**src/crbp_pkg.sv**
```systemverilog
// Shared types, codes and helpers for the CSMA retry backoff policy core.
// No dependencies; used by every module of the block.
package crbp_pkg;

   localparam int PACKET_SLOTS = 16;
   localparam int SLOT_W       = 4;
   localparam int CSR_IDX_W    = 3;
   localparam int CSR_DATA_W   = 16;
   localparam int WINDOW_W     = 24;        // (2^8-1) * 65535 fits in 24 bits
   localparam int DIV_STEPS    = 16;        // one remainder bit per step
   localparam int DIV_CNT_W    = $clog2(DIV_STEPS);
   localparam int QUEUE_DEPTH  = 2;

   localparam logic [15:0] LFSR_MASK  = 16'hB400;
   localparam logic [15:0] SEED_RESET = 16'd44257;
   localparam logic [3:0]  BE_MAX     = 4'd8;

   // request function codes
   localparam logic FUNC_SEND   = 1'b0;
   localparam logic FUNC_REPORT = 1'b1;

   // report status codes
   localparam logic [2:0] ST_OK        = 3'd0;
   localparam logic [2:0] ST_COLLISION = 3'd1;
   localparam logic [2:0] ST_NOACK     = 3'd2;
   localparam logic [2:0] ST_DEFERRED  = 3'd3;

   // result action codes
   localparam logic ACT_SCHED = 1'b0;
   localparam logic ACT_DONE  = 1'b1;

   // final status codes
   localparam logic [1:0] FS_OK        = 2'd0;
   localparam logic [1:0] FS_COLLISION = 2'd1;
   localparam logic [1:0] FS_NOACK     = 2'd2;
   localparam logic [1:0] FS_ERROR     = 2'd3;

   // register indexes
   localparam logic [CSR_IDX_W-1:0] REG_PERIOD    = 3'd0;
   localparam logic [CSR_IDX_W-1:0] REG_EXPONENT  = 3'd1;
   localparam logic [CSR_IDX_W-1:0] REG_COLL_RST  = 3'd2;
   localparam logic [CSR_IDX_W-1:0] REG_MAX_BO    = 3'd3;
   localparam logic [CSR_IDX_W-1:0] REG_MAX_RETRY = 3'd4;
   localparam logic [CSR_IDX_W-1:0] REG_SEED      = 3'd5;

   typedef struct packed {
      logic              func;
      logic [SLOT_W-1:0] slot;
      logic [2:0]        status;
      logic [7:0]        attempt_count;
   } req_type;

   typedef struct packed {
      logic              action;
      logic [SLOT_W-1:0] out_slot;
      logic [15:0]       delay_ticks;
      logic [1:0]        final_status;
      logic [15:0]       sequence_number;
      logic [7:0]        total_transmissions;
   } rsp_type;

   typedef struct packed {
      logic [15:0] backoff_period_ticks;
      logic [3:0]  window_exp;
      logic [3:0]  collision_reset_value;
      logic [2:0]  max_backoffs;
      logic [2:0]  max_frame_retries;
   } cfg_type;

   // one classified beat handed from front to back
   typedef struct packed {
      rsp_type     rsp;       // delay_ticks filled in by the back end
      logic        draw;      // back end must reduce rand_val by the window
      logic [15:0] rand_val;
   } job_type;

   function automatic logic [7:0] sat_add8(input logic [7:0] a, input logic [7:0] b);
      logic [8:0] s;
      s = {1'b0, a} + {1'b0, b};
      return s[8] ? 8'hFF : s[7:0];
   endfunction

   function automatic logic [15:0] lfsr_next(input logic [15:0] v);
      return v[0] ? ((v >> 1) ^ LFSR_MASK) : (v >> 1);
   endfunction

endpackage

```
**src/crbp_queue.sv**
```systemverilog
// Two-entry job queue between the classifying front end and the backoff back end.
// Depends on crbp_pkg (job_type, QUEUE_DEPTH).
module crbp_queue (
   input  logic             clock,
   input  logic             reset,
   input  logic             push,
   input  crbp_pkg::job_type push_data,
   output logic             full,
   input  logic             pop,
   output crbp_pkg::job_type pop_data,
   output logic             empty
);

   localparam int PTR_W = $clog2(crbp_pkg::QUEUE_DEPTH);

   crbp_pkg::job_type mem_ff [crbp_pkg::QUEUE_DEPTH];
   logic [PTR_W-1:0]  wr_ptr_ff, wr_ptr_in;
   logic [PTR_W-1:0]  rd_ptr_ff, rd_ptr_in;
   logic [PTR_W:0]    count_ff, count_in;

   assign full     = (count_ff == (PTR_W+1)'(crbp_pkg::QUEUE_DEPTH));
   assign empty    = (count_ff == '0);
   assign pop_data = mem_ff[rd_ptr_ff];

   always_comb begin
      wr_ptr_in = wr_ptr_ff;
      rd_ptr_in = rd_ptr_ff;
      count_in  = count_ff;
      if (push && !full) begin
         wr_ptr_in = (32'(wr_ptr_ff) == crbp_pkg::QUEUE_DEPTH - 1) ? '0 : wr_ptr_ff + 1'b1;
      end
      if (pop && !empty) begin
         rd_ptr_in = (32'(rd_ptr_ff) == crbp_pkg::QUEUE_DEPTH - 1) ? '0 : rd_ptr_ff + 1'b1;
      end
      if ((push && !full) && !(pop && !empty)) begin
         count_in = count_ff + 1'b1;
      end else if (!(push && !full) && (pop && !empty)) begin
         count_in = count_ff - 1'b1;
      end
   end

   always_ff @(posedge clock) begin
      if (reset) begin
         wr_ptr_ff <= '0;
         rd_ptr_ff <= '0;
         count_ff  <= '0;
      end else begin
         wr_ptr_ff <= wr_ptr_in;
         rd_ptr_ff <= rd_ptr_in;
         count_ff  <= count_in;
      end
   end

   always_ff @(posedge clock) begin
      if (push && !full) begin
         mem_ff[wr_ptr_ff] <= push_data;
      end
   end

endmodule

```
**src/crbp_front.sv**
```systemverilog
// Front end: accepts request beats, updates per-slot counters, sequence and LFSR,
// and queues one job per result. Depends on crbp_pkg.
module crbp_front (
   input  logic              clock,
   input  logic              reset,
   input  crbp_pkg::cfg_type cfg,
   input  logic              seed_load,
   input  logic [15:0]       seed_value,
   input  logic              req_valid,
   output logic              req_stall,
   input  crbp_pkg::req_type req_data,
   output logic              push,
   output crbp_pkg::job_type push_data,
   input  logic              queue_full
);

   logic [7:0]  coll_ff  [crbp_pkg::PACKET_SLOTS];
   logic [7:0]  trans_ff [crbp_pkg::PACKET_SLOTS];
   logic [15:0] seq_ff, seq_in;
   logic [15:0] lfsr_ff, lfsr_in;

   logic        accept;
   logic        in_range;
   logic        emit;
   logic        wr_slot;
   logic [7:0]  cc, tc, cc_n, tc_n, c_sum;
   logic [7:0]  limit;
   logic [15:0] seq_use;
   logic [15:0] seed_eff;
   logic        be_zero;

   assign req_stall = queue_full;
   assign accept    = req_valid && !queue_full;
   assign in_range  = (32'(req_data.slot) < crbp_pkg::PACKET_SLOTS);
   assign cc        = coll_ff[req_data.slot];
   assign tc        = trans_ff[req_data.slot];
   assign limit     = 8'({1'b0, cfg.max_frame_retries}) + 8'd1;
   assign seq_use   = (seq_ff == '0) ? 16'd1 : seq_ff;
   assign seed_eff  = (seed_value == '0) ? 16'd1 : seed_value;
   assign be_zero   = (cfg.window_exp == '0);
   assign c_sum     = crbp_pkg::sat_add8(cc, req_data.attempt_count);

   always_comb begin
      emit      = 1'b0;
      wr_slot   = 1'b0;
      cc_n      = cc;
      tc_n      = tc;
      push_data = '0;
      push_data.rsp.out_slot = req_data.slot;
      if (in_range) begin
         if (req_data.func == crbp_pkg::FUNC_SEND) begin
            emit    = 1'b1;
            wr_slot = 1'b1;
            cc_n    = '0;
            tc_n    = '0;
            push_data.rsp.action          = crbp_pkg::ACT_SCHED;
            push_data.rsp.sequence_number = seq_use;
            push_data.draw                = !be_zero;
         end else begin
            unique case (req_data.status)
               crbp_pkg::ST_OK: begin
                  emit    = 1'b1;
                  wr_slot = 1'b1;
                  cc_n    = 8'(cfg.collision_reset_value);
                  tc_n    = crbp_pkg::sat_add8(tc, req_data.attempt_count);
                  push_data.rsp.action       = crbp_pkg::ACT_DONE;
                  push_data.rsp.final_status = crbp_pkg::FS_OK;
               end
               crbp_pkg::ST_COLLISION, crbp_pkg::ST_NOACK: begin
                  emit    = 1'b1;
                  wr_slot = 1'b1;
                  if (req_data.status == crbp_pkg::ST_COLLISION) begin
                     if (c_sum > 8'(cfg.max_backoffs)) begin
                        cc_n = 8'(cfg.collision_reset_value);
                        tc_n = crbp_pkg::sat_add8(tc, 8'd1);
                     end else begin
                        cc_n = c_sum;
                     end
                  end else begin
                     cc_n = 8'(cfg.collision_reset_value);
                     tc_n = crbp_pkg::sat_add8(tc, req_data.attempt_count);
                  end
                  if (tc_n >= limit) begin
                     push_data.rsp.action       = crbp_pkg::ACT_DONE;
                     push_data.rsp.final_status =
                        (req_data.status == crbp_pkg::ST_COLLISION) ?
                        crbp_pkg::FS_COLLISION : crbp_pkg::FS_NOACK;
                  end else begin
                     push_data.rsp.action = crbp_pkg::ACT_SCHED;
                     push_data.draw       = !be_zero;
                  end
               end
               crbp_pkg::ST_DEFERRED: begin
                  emit = 1'b0;
               end
               default: begin
                  // unknown status: finish with error, counters untouched
                  emit = 1'b1;
                  push_data.rsp.action       = crbp_pkg::ACT_DONE;
                  push_data.rsp.final_status = crbp_pkg::FS_ERROR;
               end
            endcase
         end
      end
      push_data.rsp.total_transmissions = tc_n;
      push_data.rand_val                = crbp_pkg::lfsr_next(lfsr_ff);
   end

   assign push = accept && emit;

   always_comb begin
      seq_in  = seq_ff;
      lfsr_in = lfsr_ff;
      priority if (seed_load) begin
         seq_in  = seed_eff;
         lfsr_in = seed_eff;
      end else if (push) begin
         if (req_data.func == crbp_pkg::FUNC_SEND) begin
            seq_in = seq_use + 16'd1;
         end
         if (push_data.draw) begin
            lfsr_in = push_data.rand_val;
         end
      end
   end

   always_ff @(posedge clock) begin
      if (reset) begin
         seq_ff  <= crbp_pkg::SEED_RESET;
         lfsr_ff <= crbp_pkg::SEED_RESET;
         for (int i = 0; i < crbp_pkg::PACKET_SLOTS; i++) begin
            coll_ff[i]  <= '0;
            trans_ff[i] <= '0;
         end
      end else begin
         seq_ff  <= seq_in;
         lfsr_ff <= lfsr_in;
         if (accept && wr_slot) begin
            coll_ff[req_data.slot]  <= cc_n;
            trans_ff[req_data.slot] <= tc_n;
         end
      end
   end

endmodule

```
**src/crbp_back.sv**
```systemverilog
// Back end: reduces the drawn random value modulo the backoff window, one bit per
// cycle, and holds the result beat. Depends on crbp_pkg.
module crbp_back (
   input  logic              clock,
   input  logic              reset,
   input  crbp_pkg::cfg_type cfg,
   output logic              pop,
   input  crbp_pkg::job_type pop_data,
   input  logic              queue_empty,
   output logic              rsp_valid,
   input  logic              rsp_stall,
   output crbp_pkg::rsp_type rsp_data
);

   typedef enum logic [1:0] {S_IDLE, S_DIV, S_OUT} state_type;

   state_type                        state_ff;
   crbp_pkg::job_type                job_ff;
   logic [crbp_pkg::WINDOW_W:0]      rem_ff;
   logic [15:0]                      dividend_ff;
   logic [crbp_pkg::DIV_CNT_W-1:0]   cnt_ff;
   logic [crbp_pkg::WINDOW_W-1:0]    window_ff;
   logic                             rsp_valid_ff;
   crbp_pkg::rsp_type                rsp_data_ff;

   logic [3:0]                       be_eff;
   logic [7:0]                       be_mask;
   logic [15:0]                      period_eff;
   logic [crbp_pkg::WINDOW_W:0]      trial;
   logic [crbp_pkg::WINDOW_W:0]      rem_in;
   logic                             load_out;
   crbp_pkg::rsp_type                out_beat;

   assign be_eff     = (cfg.window_exp > crbp_pkg::BE_MAX) ?
                       crbp_pkg::BE_MAX : cfg.window_exp;
   assign be_mask    = 8'((9'd1 << be_eff) - 9'd1);
   assign period_eff = (cfg.backoff_period_ticks == '0) ? 16'd1 : cfg.backoff_period_ticks;

   // restoring remainder step
   assign trial  = {rem_ff[crbp_pkg::WINDOW_W-1:0], dividend_ff[15]};
   assign rem_in = (trial >= {1'b0, window_ff}) ? (trial - {1'b0, window_ff}) : trial;

   assign pop       = (state_ff == S_IDLE) && !queue_empty;
   assign rsp_valid = rsp_valid_ff;
   assign rsp_data  = rsp_data_ff;

   // output register is free when empty or when its beat leaves this edge
   assign load_out = (state_ff == S_OUT) && (!rsp_valid_ff || !rsp_stall);

   always_comb begin
      out_beat             = job_ff.rsp;
      out_beat.delay_ticks = job_ff.draw ? rem_ff[15:0] : 16'd0;
   end

   // window only follows configuration, so one register stage is free
   always_ff @(posedge clock) begin
      window_ff <= crbp_pkg::WINDOW_W'(be_mask) * crbp_pkg::WINDOW_W'(period_eff);
   end

   always_ff @(posedge clock) begin
      if (reset) begin
         state_ff     <= S_IDLE;
         rsp_valid_ff <= 1'b0;
      end else begin
         if (load_out) begin
            rsp_valid_ff <= 1'b1;
         end else if (rsp_valid_ff && !rsp_stall) begin
            rsp_valid_ff <= 1'b0;
         end
         unique case (state_ff)
            S_IDLE: begin
               if (!queue_empty) begin
                  job_ff      <= pop_data;
                  rem_ff      <= '0;
                  dividend_ff <= pop_data.rand_val;
                  cnt_ff      <= crbp_pkg::DIV_CNT_W'(crbp_pkg::DIV_STEPS - 1);
                  state_ff    <= pop_data.draw ? S_DIV : S_OUT;
               end
            end
            S_DIV: begin
               rem_ff      <= rem_in;
               dividend_ff <= {dividend_ff[14:0], 1'b0};
               cnt_ff      <= cnt_ff - 1'b1;
               if (cnt_ff == '0) begin
                  state_ff <= S_OUT;
               end
            end
            S_OUT: begin
               if (load_out) begin
                  rsp_data_ff <= out_beat;
                  state_ff    <= S_IDLE;
               end
            end
            default: state_ff <= S_IDLE;
         endcase
      end
   end

endmodule

```
**src/csma_retry_backoff_policy_core.sv**
```systemverilog
// Top level of the CSMA retry backoff policy core: register file, front end,
// job queue and backoff back end. Depends on crbp_pkg, crbp_front, crbp_queue, crbp_back.
//
//   channel | direction | handshake                 | beat
//   req     | in        | req_valid / req_stall     | crbp_pkg::req_type
//   rsp     | out       | rsp_valid / rsp_stall     | crbp_pkg::rsp_type
//   csr     | in        | csr_we (no wait)          | csr_index, csr_wdata
//
// A request beat is classified in its accept cycle; counters, sequence and LFSR
// update there. A beat that schedules a backoff passes the back end in order: pop,
// 16 remainder steps, output load; one without a draw skips the remainder steps.
// The back end pops no new job until its current beat has moved to the output register.
// Reset is synchronous and restores counters, pointers, state and configuration.
// rsp_stall holds the output register; req_stall rises only when the job queue fills.
module csma_retry_backoff_policy_core (
   input  logic                               clock,
   input  logic                               reset,
   input  logic                               req_valid,
   output logic                               req_stall,
   input  crbp_pkg::req_type                  req_data,
   output logic                               rsp_valid,
   input  logic                               rsp_stall,
   output crbp_pkg::rsp_type                  rsp_data,
   input  logic                               csr_we,
   input  logic [crbp_pkg::CSR_IDX_W-1:0]     csr_index,
   input  logic [crbp_pkg::CSR_DATA_W-1:0]    csr_wdata
);

   crbp_pkg::cfg_type cfg_ff;
   logic              seed_load;
   logic              push, pop, queue_full, queue_empty;
   crbp_pkg::job_type push_data, pop_data;

   // seed write also reloads LFSR and sequence counter in the front end
   assign seed_load = csr_we && (csr_index == crbp_pkg::REG_SEED);

   always_ff @(posedge clock) begin
      if (reset) begin
         cfg_ff.backoff_period_ticks  <= 16'd0;
         cfg_ff.window_exp            <= 4'd4;
         cfg_ff.collision_reset_value <= 4'd0;
         cfg_ff.max_backoffs          <= 3'd5;
         cfg_ff.max_frame_retries     <= 3'd7;
      end else if (csr_we) begin
         unique case (csr_index)
            crbp_pkg::REG_PERIOD:    cfg_ff.backoff_period_ticks  <= csr_wdata;
            crbp_pkg::REG_EXPONENT:  cfg_ff.window_exp            <= csr_wdata[3:0];
            crbp_pkg::REG_COLL_RST:  cfg_ff.collision_reset_value <= csr_wdata[3:0];
            crbp_pkg::REG_MAX_BO:    cfg_ff.max_backoffs          <= csr_wdata[2:0];
            crbp_pkg::REG_MAX_RETRY: cfg_ff.max_frame_retries     <= csr_wdata[2:0];
            default: ;  // seed handled by seed_load; other indexes ignored
         endcase
      end
   end

   crbp_front u_front (
      .clock      (clock),
      .reset      (reset),
      .cfg        (cfg_ff),
      .seed_load  (seed_load),
      .seed_value (csr_wdata),
      .req_valid  (req_valid),
      .req_stall  (req_stall),
      .req_data   (req_data),
      .push       (push),
      .push_data  (push_data),
      .queue_full (queue_full)
   );

   crbp_queue u_queue (
      .clock     (clock),
      .reset     (reset),
      .push      (push),
      .push_data (push_data),
      .full      (queue_full),
      .pop       (pop),
      .pop_data  (pop_data),
      .empty     (queue_empty)
   );

   crbp_back u_back (
      .clock       (clock),
      .reset       (reset),
      .cfg         (cfg_ff),
      .pop         (pop),
      .pop_data    (pop_data),
      .queue_empty (queue_empty),
      .rsp_valid   (rsp_valid),
      .rsp_stall   (rsp_stall),
      .rsp_data    (rsp_data)
   );

endmodule

```
**config.mk**
```make
export PLATFORM = sky130hd
export DESIGN_NAME = csma_retry_backoff_policy_core
export DESIGN_NICKNAME = d
export VERILOG_FILES = /design/src/crbp_pkg.sv /design/src/crbp_queue.sv /design/src/crbp_front.sv /design/src/crbp_back.sv /design/src/csma_retry_backoff_policy_core.sv
export SDC_FILE = /design/constraint.sdc
export NUM_CORES = 1
export LEC_CHECK = 0
export ABC_AREA = 1
export BUFFER_PORTS_ARGS = -buffer_cell sky130_fd_sc_hd__buf_2
export CORE_MARGIN = 5
export CORE_UTILIZATION = 30
export CTS_BUF_LIST = sky130_fd_sc_hd__clkbuf_2
export DETAILED_ROUTE_END_ITERATION = 7
export GPL_ROUTABILITY_DRIVEN = 0
export RECOVER_POWER = 50
export SLEW_MARGIN = 20
export SYNTH_ARGS = -nofsm -noshare
export SYNTH_HDL_FRONTEND = slang
export SYNTH_SLANG_ARGS = --single-unit
```
**constraint.sdc**
```tcl
create_clock -name clock -period 7.1 [get_ports clock]
set_input_delay 1.065 -clock clock [delete_from_list [all_inputs] [get_ports clock]]
set_output_delay 1.065 -clock clock [all_outputs]
set_load 0.03 [all_outputs]
```
-- Yosys cells after proc, flatten, opt, wreduce, memory -nomap -nowiden
Memory sizes are Yosys's and may differ from the RTL's. A register that Yosys moved wholly into a read port is not among the register bits.
Cells that the tools add are included.
- add/subtract/negate cells: 12
- $mul: 1
- $lt $le $gt $ge: 4
- equal/unequal tests: 15
- shift operators: 1
- mux-type cells: 72
- bitwise logic cells: 3
- reduce and logical (&&, ||, !) cells: 49
- operators by type and width (operator ; count):
    $mux 16 ; 12
    $mux 8 ; 13
    $logic_not 16->1 ; 3
    $mux 24 ; 2
    $pmux 24 s2 ; 1
    $pmux 16 s2 ; 1
    $pmux 8 s2 ; 2
    $ge 25x24->1 ; 1
    $mul 8x16->24 ; 1
    $mux 1 ; 24
    $sub 24x24->24 ; 1
    $add 8x8->9 ; 2
    $mux 2 ; 9
    $add 16x1->16 const B ; 1
    $mux 4 ; 4
    $reduce_or 8->1 ; 2
    $reduce_and 2->1 ; 7
    $eq 3x2->1 const B ; 4
    $reduce_and 3->1 ; 4
    $logic_and 1x1->1 ; 11
    $reduce_bool 2->1 ; 5
    $add 8x1->9 const B ; 1
    $ge 8x8->1 ; 1
    $gt 8x3->1 ; 1
    other kinds (27) ; 44
- register bits after elaboration: 216
- RAM bits: 352
- output and inout port bits: 49
- logic and storage cells: 188
- memories kept: 3
- memory list (memory ; words ; bits a word ; rd ports ; clocked after memory_dff ; wr ports ; line ; RTL):
    u_front.coll_ff ; 16 ; 8 ; 1 ; 0 ; 16 ; crbp_front.sv:17 ; logic [7:0] coll_ff [crbp_pkg::PACKET_SLOTS];
    u_front.trans_ff ; 16 ; 8 ; 1 ; 0 ; 16 ; crbp_front.sv:18 ; logic [7:0] trans_ff [crbp_pkg::PACKET_SLOTS];
    u_queue.mem_ff ; 2 ; 48 ; 1 ; 1 ; 1 ; crbp_queue.sv:16 ; crbp_pkg::job_type mem_ff [crbp_pkg::QUEUE_DEPTH];

-- Depth between registers and ports, before layout
An unclocked memory read counts as a cell.
- word-level depth: 15
- gate-level depth with buffers: 47
- gate-level depth less buffers: 43

-- Cells and area by module
From an unflattened synthesis, not the netlist that was laid out.
- cell total of the unflattened synthesis: 3596
- area, all modules: 33174.3 µm²
- by module, submodules not included (module ; instances ; cells an instance ; area each (µm²)):
    crbp_front ; 1 ; 1719 ; 15018.2
    crbp_back ; 1 ; 1450 ; 11681.2
    crbp_queue ; 1 ; 236 ; 5167.5
    csma_retry_backoff_policy_core ; 1 ; 191 ; 1307.5

-- Worst setup path before layout
Ideal clock, no wire load.
- kind: input-to-reg
- start: input req_data[11] (netlist name)
- end: register u_front.lfsr_ff[12]
- arrival: 6.578 ns
- data required time: 6.987 ns
- path slack: 0.409 ns
- stages: 46
- buffers on the path: 7
- path through: buf_6 buf_4 nor2_4 clkbuf_1 clkbuf_1 buf_1 a22oi_1 a21boi_0 a2111o_1 ha_1 nand2_1 inv_1 nand2_1 nand2_1 nor2_1 inv_1 nor2_1 inv_1 (+10 left out) or3b_2 nand2_1 inv_1 ha_1 a21boi_0 o21ai_0 nand2_1 a21oi_1 nand3_1 nor2_2 nand3_2 nand2_2 nand3_4 nand2_4 buf_6 nand2_1 nand2_1 nor2_1
- longest elaborated chain between the ends: 14
- ends and longest elaborated chain (item ; line ; RTL):
    start, declared ; csma_retry_backoff_policy_core.sv:20 ; input crbp_pkg::req_type req_data,
    $mem_v2 16x8 ; n/a ;
    $add 8x8->9 ; crbp_pkg.sv:79 ; s = {1'b0, a} + {1'b0, b};
    $mux 8 ; crbp_pkg.sv:80 ; return s[8] ? 8'hFF : s[7:0];
    $gt 8x3->1 ; crbp_front.sv:73 ; if (c_sum > 8'(cfg.max_backoffs)) begin
    $mux 8 ; crbp_front.sv:73 ;
    $mux 8 * ; crbp_front.sv:72 ; if (req_data.status == crbp_pkg::ST_COLLISION) begin
    $mux 8 * ; crbp_front.sv:60 ; unique case (req_data.status)
    $mux 8 * ; crbp_front.sv:51 ; if (req_data.func == crbp_pkg::FUNC_SEND) begin
    $ge 8x8->1 * ; crbp_front.sv:83 ; if (tc_n >= limit) begin
    $mux 1 * ; crbp_front.sv:83 ;
    $mux 1 * ; crbp_front.sv:60 ;
    $mux 1 * ; crbp_front.sv:51 ;
    $reduce_bool 2->1 (no line) * ; n/a ;
    $reduce_and 2->1 (no line) * ; n/a ;
    end signal, assigned ; crbp_front.sv:130 ; lfsr_ff <= crbp_pkg::SEED_RESET;
    end signal, assigned ; crbp_front.sv:137 ; lfsr_ff <= lfsr_in;
    end, declared ; crbp_front.sv:20 ; logic [15:0] lfsr_ff, lfsr_in;
Mark *: on every way between the ends. The rest lies on a longest branch, timed or not. The select of a mux whose other input is x is not followed.
A chain may end at the register's enable or synchronous reset.

-- Final worst setup path
- start: register cfg_ff[12] (netlist name)
- end: register u_back.window_ff[23] (netlist name)
- longest elaborated chain between the ends: 5
- ends and longest elaborated chain (item ; line ; RTL):
    start, declared ; csma_retry_backoff_policy_core.sv:29 ; crbp_pkg::cfg_type cfg_ff;
    $gt 4x4->1 ; crbp_back.sv:34 ; assign be_eff = (cfg.window_exp > crbp_pkg::BE_MAX) ?
    $mux 4 * ; crbp_back.sv:34 ;
    $shl 1x4->8 * ; crbp_back.sv:36 ; assign be_mask = 8'((9'd1 << be_eff) - 9'd1);
    $sub 8x1->8 * ; crbp_back.sv:36 ;
    $mul 8x16->24 * ; crbp_back.sv:57 ; window_ff <= crbp_pkg::WINDOW_W'(be_mask) * crbp_pkg::WINDOW_W'(period_eff);
    end signal, assigned ; crbp_back.sv:57 ;
    end, declared ; crbp_back.sv:22 ; logic [crbp_pkg::WINDOW_W-1:0] window_ff;
Mark *: on every way between the ends. The rest lies on a longest branch, timed or not.

==> results.cfg <==
[power_and_ir_drop]
power_leakage_nw = 13.7
power_density_mw_per_mm2 = 276
max-vdd-ir-drop_mv = 0.127

[logic_synthesis]
synth_edf_count = 475
synth-seq-cells = 569
synthFlopType = edfxtp_1
syn-cell-area_mm2 = 0.0293
ys_warn_count = 0
syn_avg_cell_area_um2 = 9.59
synthTopCellsByArea = edfxtp_1, nand2_1, dfxtp_1, fa_1, nor2_1
synth_top_area_share_pct = 48.7
ys_seq_area_share_pct = 55.2
synth.distinct_cells = 55
syn_inst = 3050
synth_top_area_cell = edfxtp_1
async_flop_share_pct = 0

[worst_hold_path]
hp-class = in -> reg
worstHoldStart = csr_wdata[11]

[placed_design]
hpwl_um = 53600
placed_cells = 4388
port_buffers = 88
post_dp_cell_area_mm2 = 0.0313

[die]
pin_count = 89
core_mm2 = 0.0967
die_area_mm2 = 0.104
rows = 114
die_x_um = 322
initial_utilization_pct = 30.3
die_y_um = 322

[grt]
grt_pass1_vias = 21000
grt-ovfl-total = 0
grt.total_usage_pct = 14.4
grt_start_max_net_pins = 77
antenna_found_initial = 4
grt_pass1_wl_um = 118000

[layout]
drive_gt1_share_pct = 10.3
post-route-util_pct = 33.8
fin_nets = 3506
fill_cells = 10000
area_growth_pct = 11.7
finalNonFillerCells = 4678
finish.instance_area_mm2 = 0.0327

[timing]
fin_skew_ps = 99.4
period_needed_ps = 6440
finalSetupViolCount = 0
fmax_mhz = 155
rsz0062_at_grt = false
slew_headroom_pct = -139
finalHoldViolations = 0
finalCritPeriodShare_pct = 90.7
whs_ps = 190
worst_pin_slew_ps = 3580
drv_slew = 361
setup_tns_ps = 0

[clock_tree]
clk_latency_ps = 1310
root_buffer = clkbuf_2
cts_buffers = 150
path_clk_slew_ps = 120
cts_buffer_depth = 3
clkSinkCount = 569
htree_levels = 4
cts_setup_buffers = 0
post_cts_resized = 0
cts_tree = done

[route]
ant_nets = 0
first_pass_iters = 8
wl_per_cell_um = 16.3
wl_um = 76400
via_per_inst = 4.64
drtIter0Drc = 1796
drc = 3
via_count = 21700

[critical_path]
worstPathRequired_ps = 8230
cp-startpoint = cfg_ff[12]
cp_max_fo = 14
r2r-start = cfg_ff[12]
path_class = reg -> reg
arrival_ps = 7570
crit_path_start_kind = register
crit_path_end_kind = register

[status]
violations = design-rule violations, max-capacitance violations, max-slew violations
run_status = finished with violations

[flow_run]
cap_violations = 9
-- power by group --
part,internal [W],switching (W),leakage (nW)
Sequential,0.00422,0.000192,5.41
Combinational,0.000728,0.00161,7.26
Clock,0.000918,0.00137,1.05
Total,0.00586,0.00316,13.7
-- stage by stage --
| step | power, W | worst slack (ps) |
|---|---|---|
| finish | 0.00903 | 658 |
| CTS | 0.00913 | 636 |
| global placement | 0.00678 | 418 |
| detailed placement | 0.00681 | 278 |
| global route | 0.00964 | 108 |
| floorplan | 0.00614 | 409 |
-- timing repair --
action,CTS,global route
endpoints found under the hold margin,27,0
endpoints found under the setup margin,0,0
hold buffers,18,0
-- worst max-delay path, cell delays in order, from the launching register on --
cell and delay, ps:
dfxtp_1 360, nor2_1 210, nand3_1 110, ha_1 240, or2_2 300, nand2_1 460, nor2_1 130, fa_1 420
fa_1 560, inv_1 50, fa_1 460, fa_1 540, inv_1 40, ha_1 340, nand2_1 60, o21ai_0 450
a21oi_1 250, o21ai_0 370, a31oi_1 190, o21ai_0 310, a21oi_1 110, nor2_1 100, nor2_1 60, xor2_1 150
-- area by class of cell --
type                            instances  area (um2)  area share, %
Clock buffer                          224        1120           3.43
Tap cell                             1276        1600           4.88
Timing Repair Buffer                  144         791           2.42
Clock inverter                         42         239          0.731
Inverter                              363        1370           4.19
Multi-Input combinational cell       2055       11400           34.9
Sequential cell                       569       16100           49.4
Antenna cell                            5        12.5         0.0383
-- logic make-up (layout without fill, tap and decap cells) --
logic type,count (synthesis),count (layout),share of synthesized area (%)
AOI/OAI and AO/OA,419,419,8.41
xor gates and xnor gates,49,49,1.47
adders and majority gates,183,183,10.1
buffers and inverters,489,773,6.68
DFF,569,569,55.2
other,1,69,0.0128
and+or+nand+nor,1340,1340,18.2
-- cells in the mapped netlist, drive strengths merged (43+ instances only) --
master and n:
ha 96, edfxtp 475, nor2 417, nand3 63, a21oi 173, clkbuf 83
a22oi 66, nand2 814, buf 43, dfxtp 94, inv 359, o21ai 112
fa 87
-- path summary, 6_finish.rpt --
check	to	slack, ps	depth (start not counted)
worst max-delay path	u_back.window_ff[23]	660	23
worst min register to register	u_back.rsp_data[45]	420	0
worst max register to register	u_back.window_ff[23]	660	23
worst min-delay path	cfg_ff[25]	190	3
-- flip-flops by register name (all words and copies together), names as in the netlist, 24 cells and up, named ones only --
register / count
u_back.rsp_data: 47
u_back.job_ff: 32
u_front.trans_ff: 128
cfg_ff: 30
u_queue.mem_ff: 96
u_back.window_ff: 24
u_front.coll_ff: 128
u_back.rem_ff: 24
-- cell usage in the layout, fill, tap and decap left out, types with 13 or more instances in the layout --
| master | Yosys | final |
|---|---|---|
| inv_1 | 344 | 343 |
| xor2_1 | 28 | 28 |
| xnor2_1 | 21 | 21 |
| dlygate4sd3_1 | 0 | 18 |
| buf_2 | 14 | 34 |
| fa_1 | 87 | 87 |
| nand3_1 | 61 | 61 |
| a21oi_1 | 172 | 172 |
| edfxtp_1 | 475 | 475 |
| nor2_1 | 408 | 405 |
| conb_1 | 1 | 64 |
| nand2_1 | 803 | 803 |
| a31oi_1 | 14 | 14 |
| buf_4 | 7 | 25 |
| o21ai_0 | 109 | 109 |
| clkbuf_2 | 0 | 225 |
| a21boi_0 | 13 | 13 |
| clkbuf_1 | 83 | 66 |
| a22oi_1 | 66 | 66 |
| nand4_1 | 15 | 15 |
| ha_1 | 96 | 96 |
| clkinv_1 | 4 | 31 |
| inv_2 | 14 | 18 |
| dfxtp_1 | 94 | 94 |
-- metal layers --
layer / global-route usage, % / wire length (um)
met5: 0 / 13
met4: 4.20 / 1400
met3: 3.61 / 6320
met2: 23.1 / 35400
met1: 19.4 / 33300
Note: power is estimated with default switching activity, not from simulation.
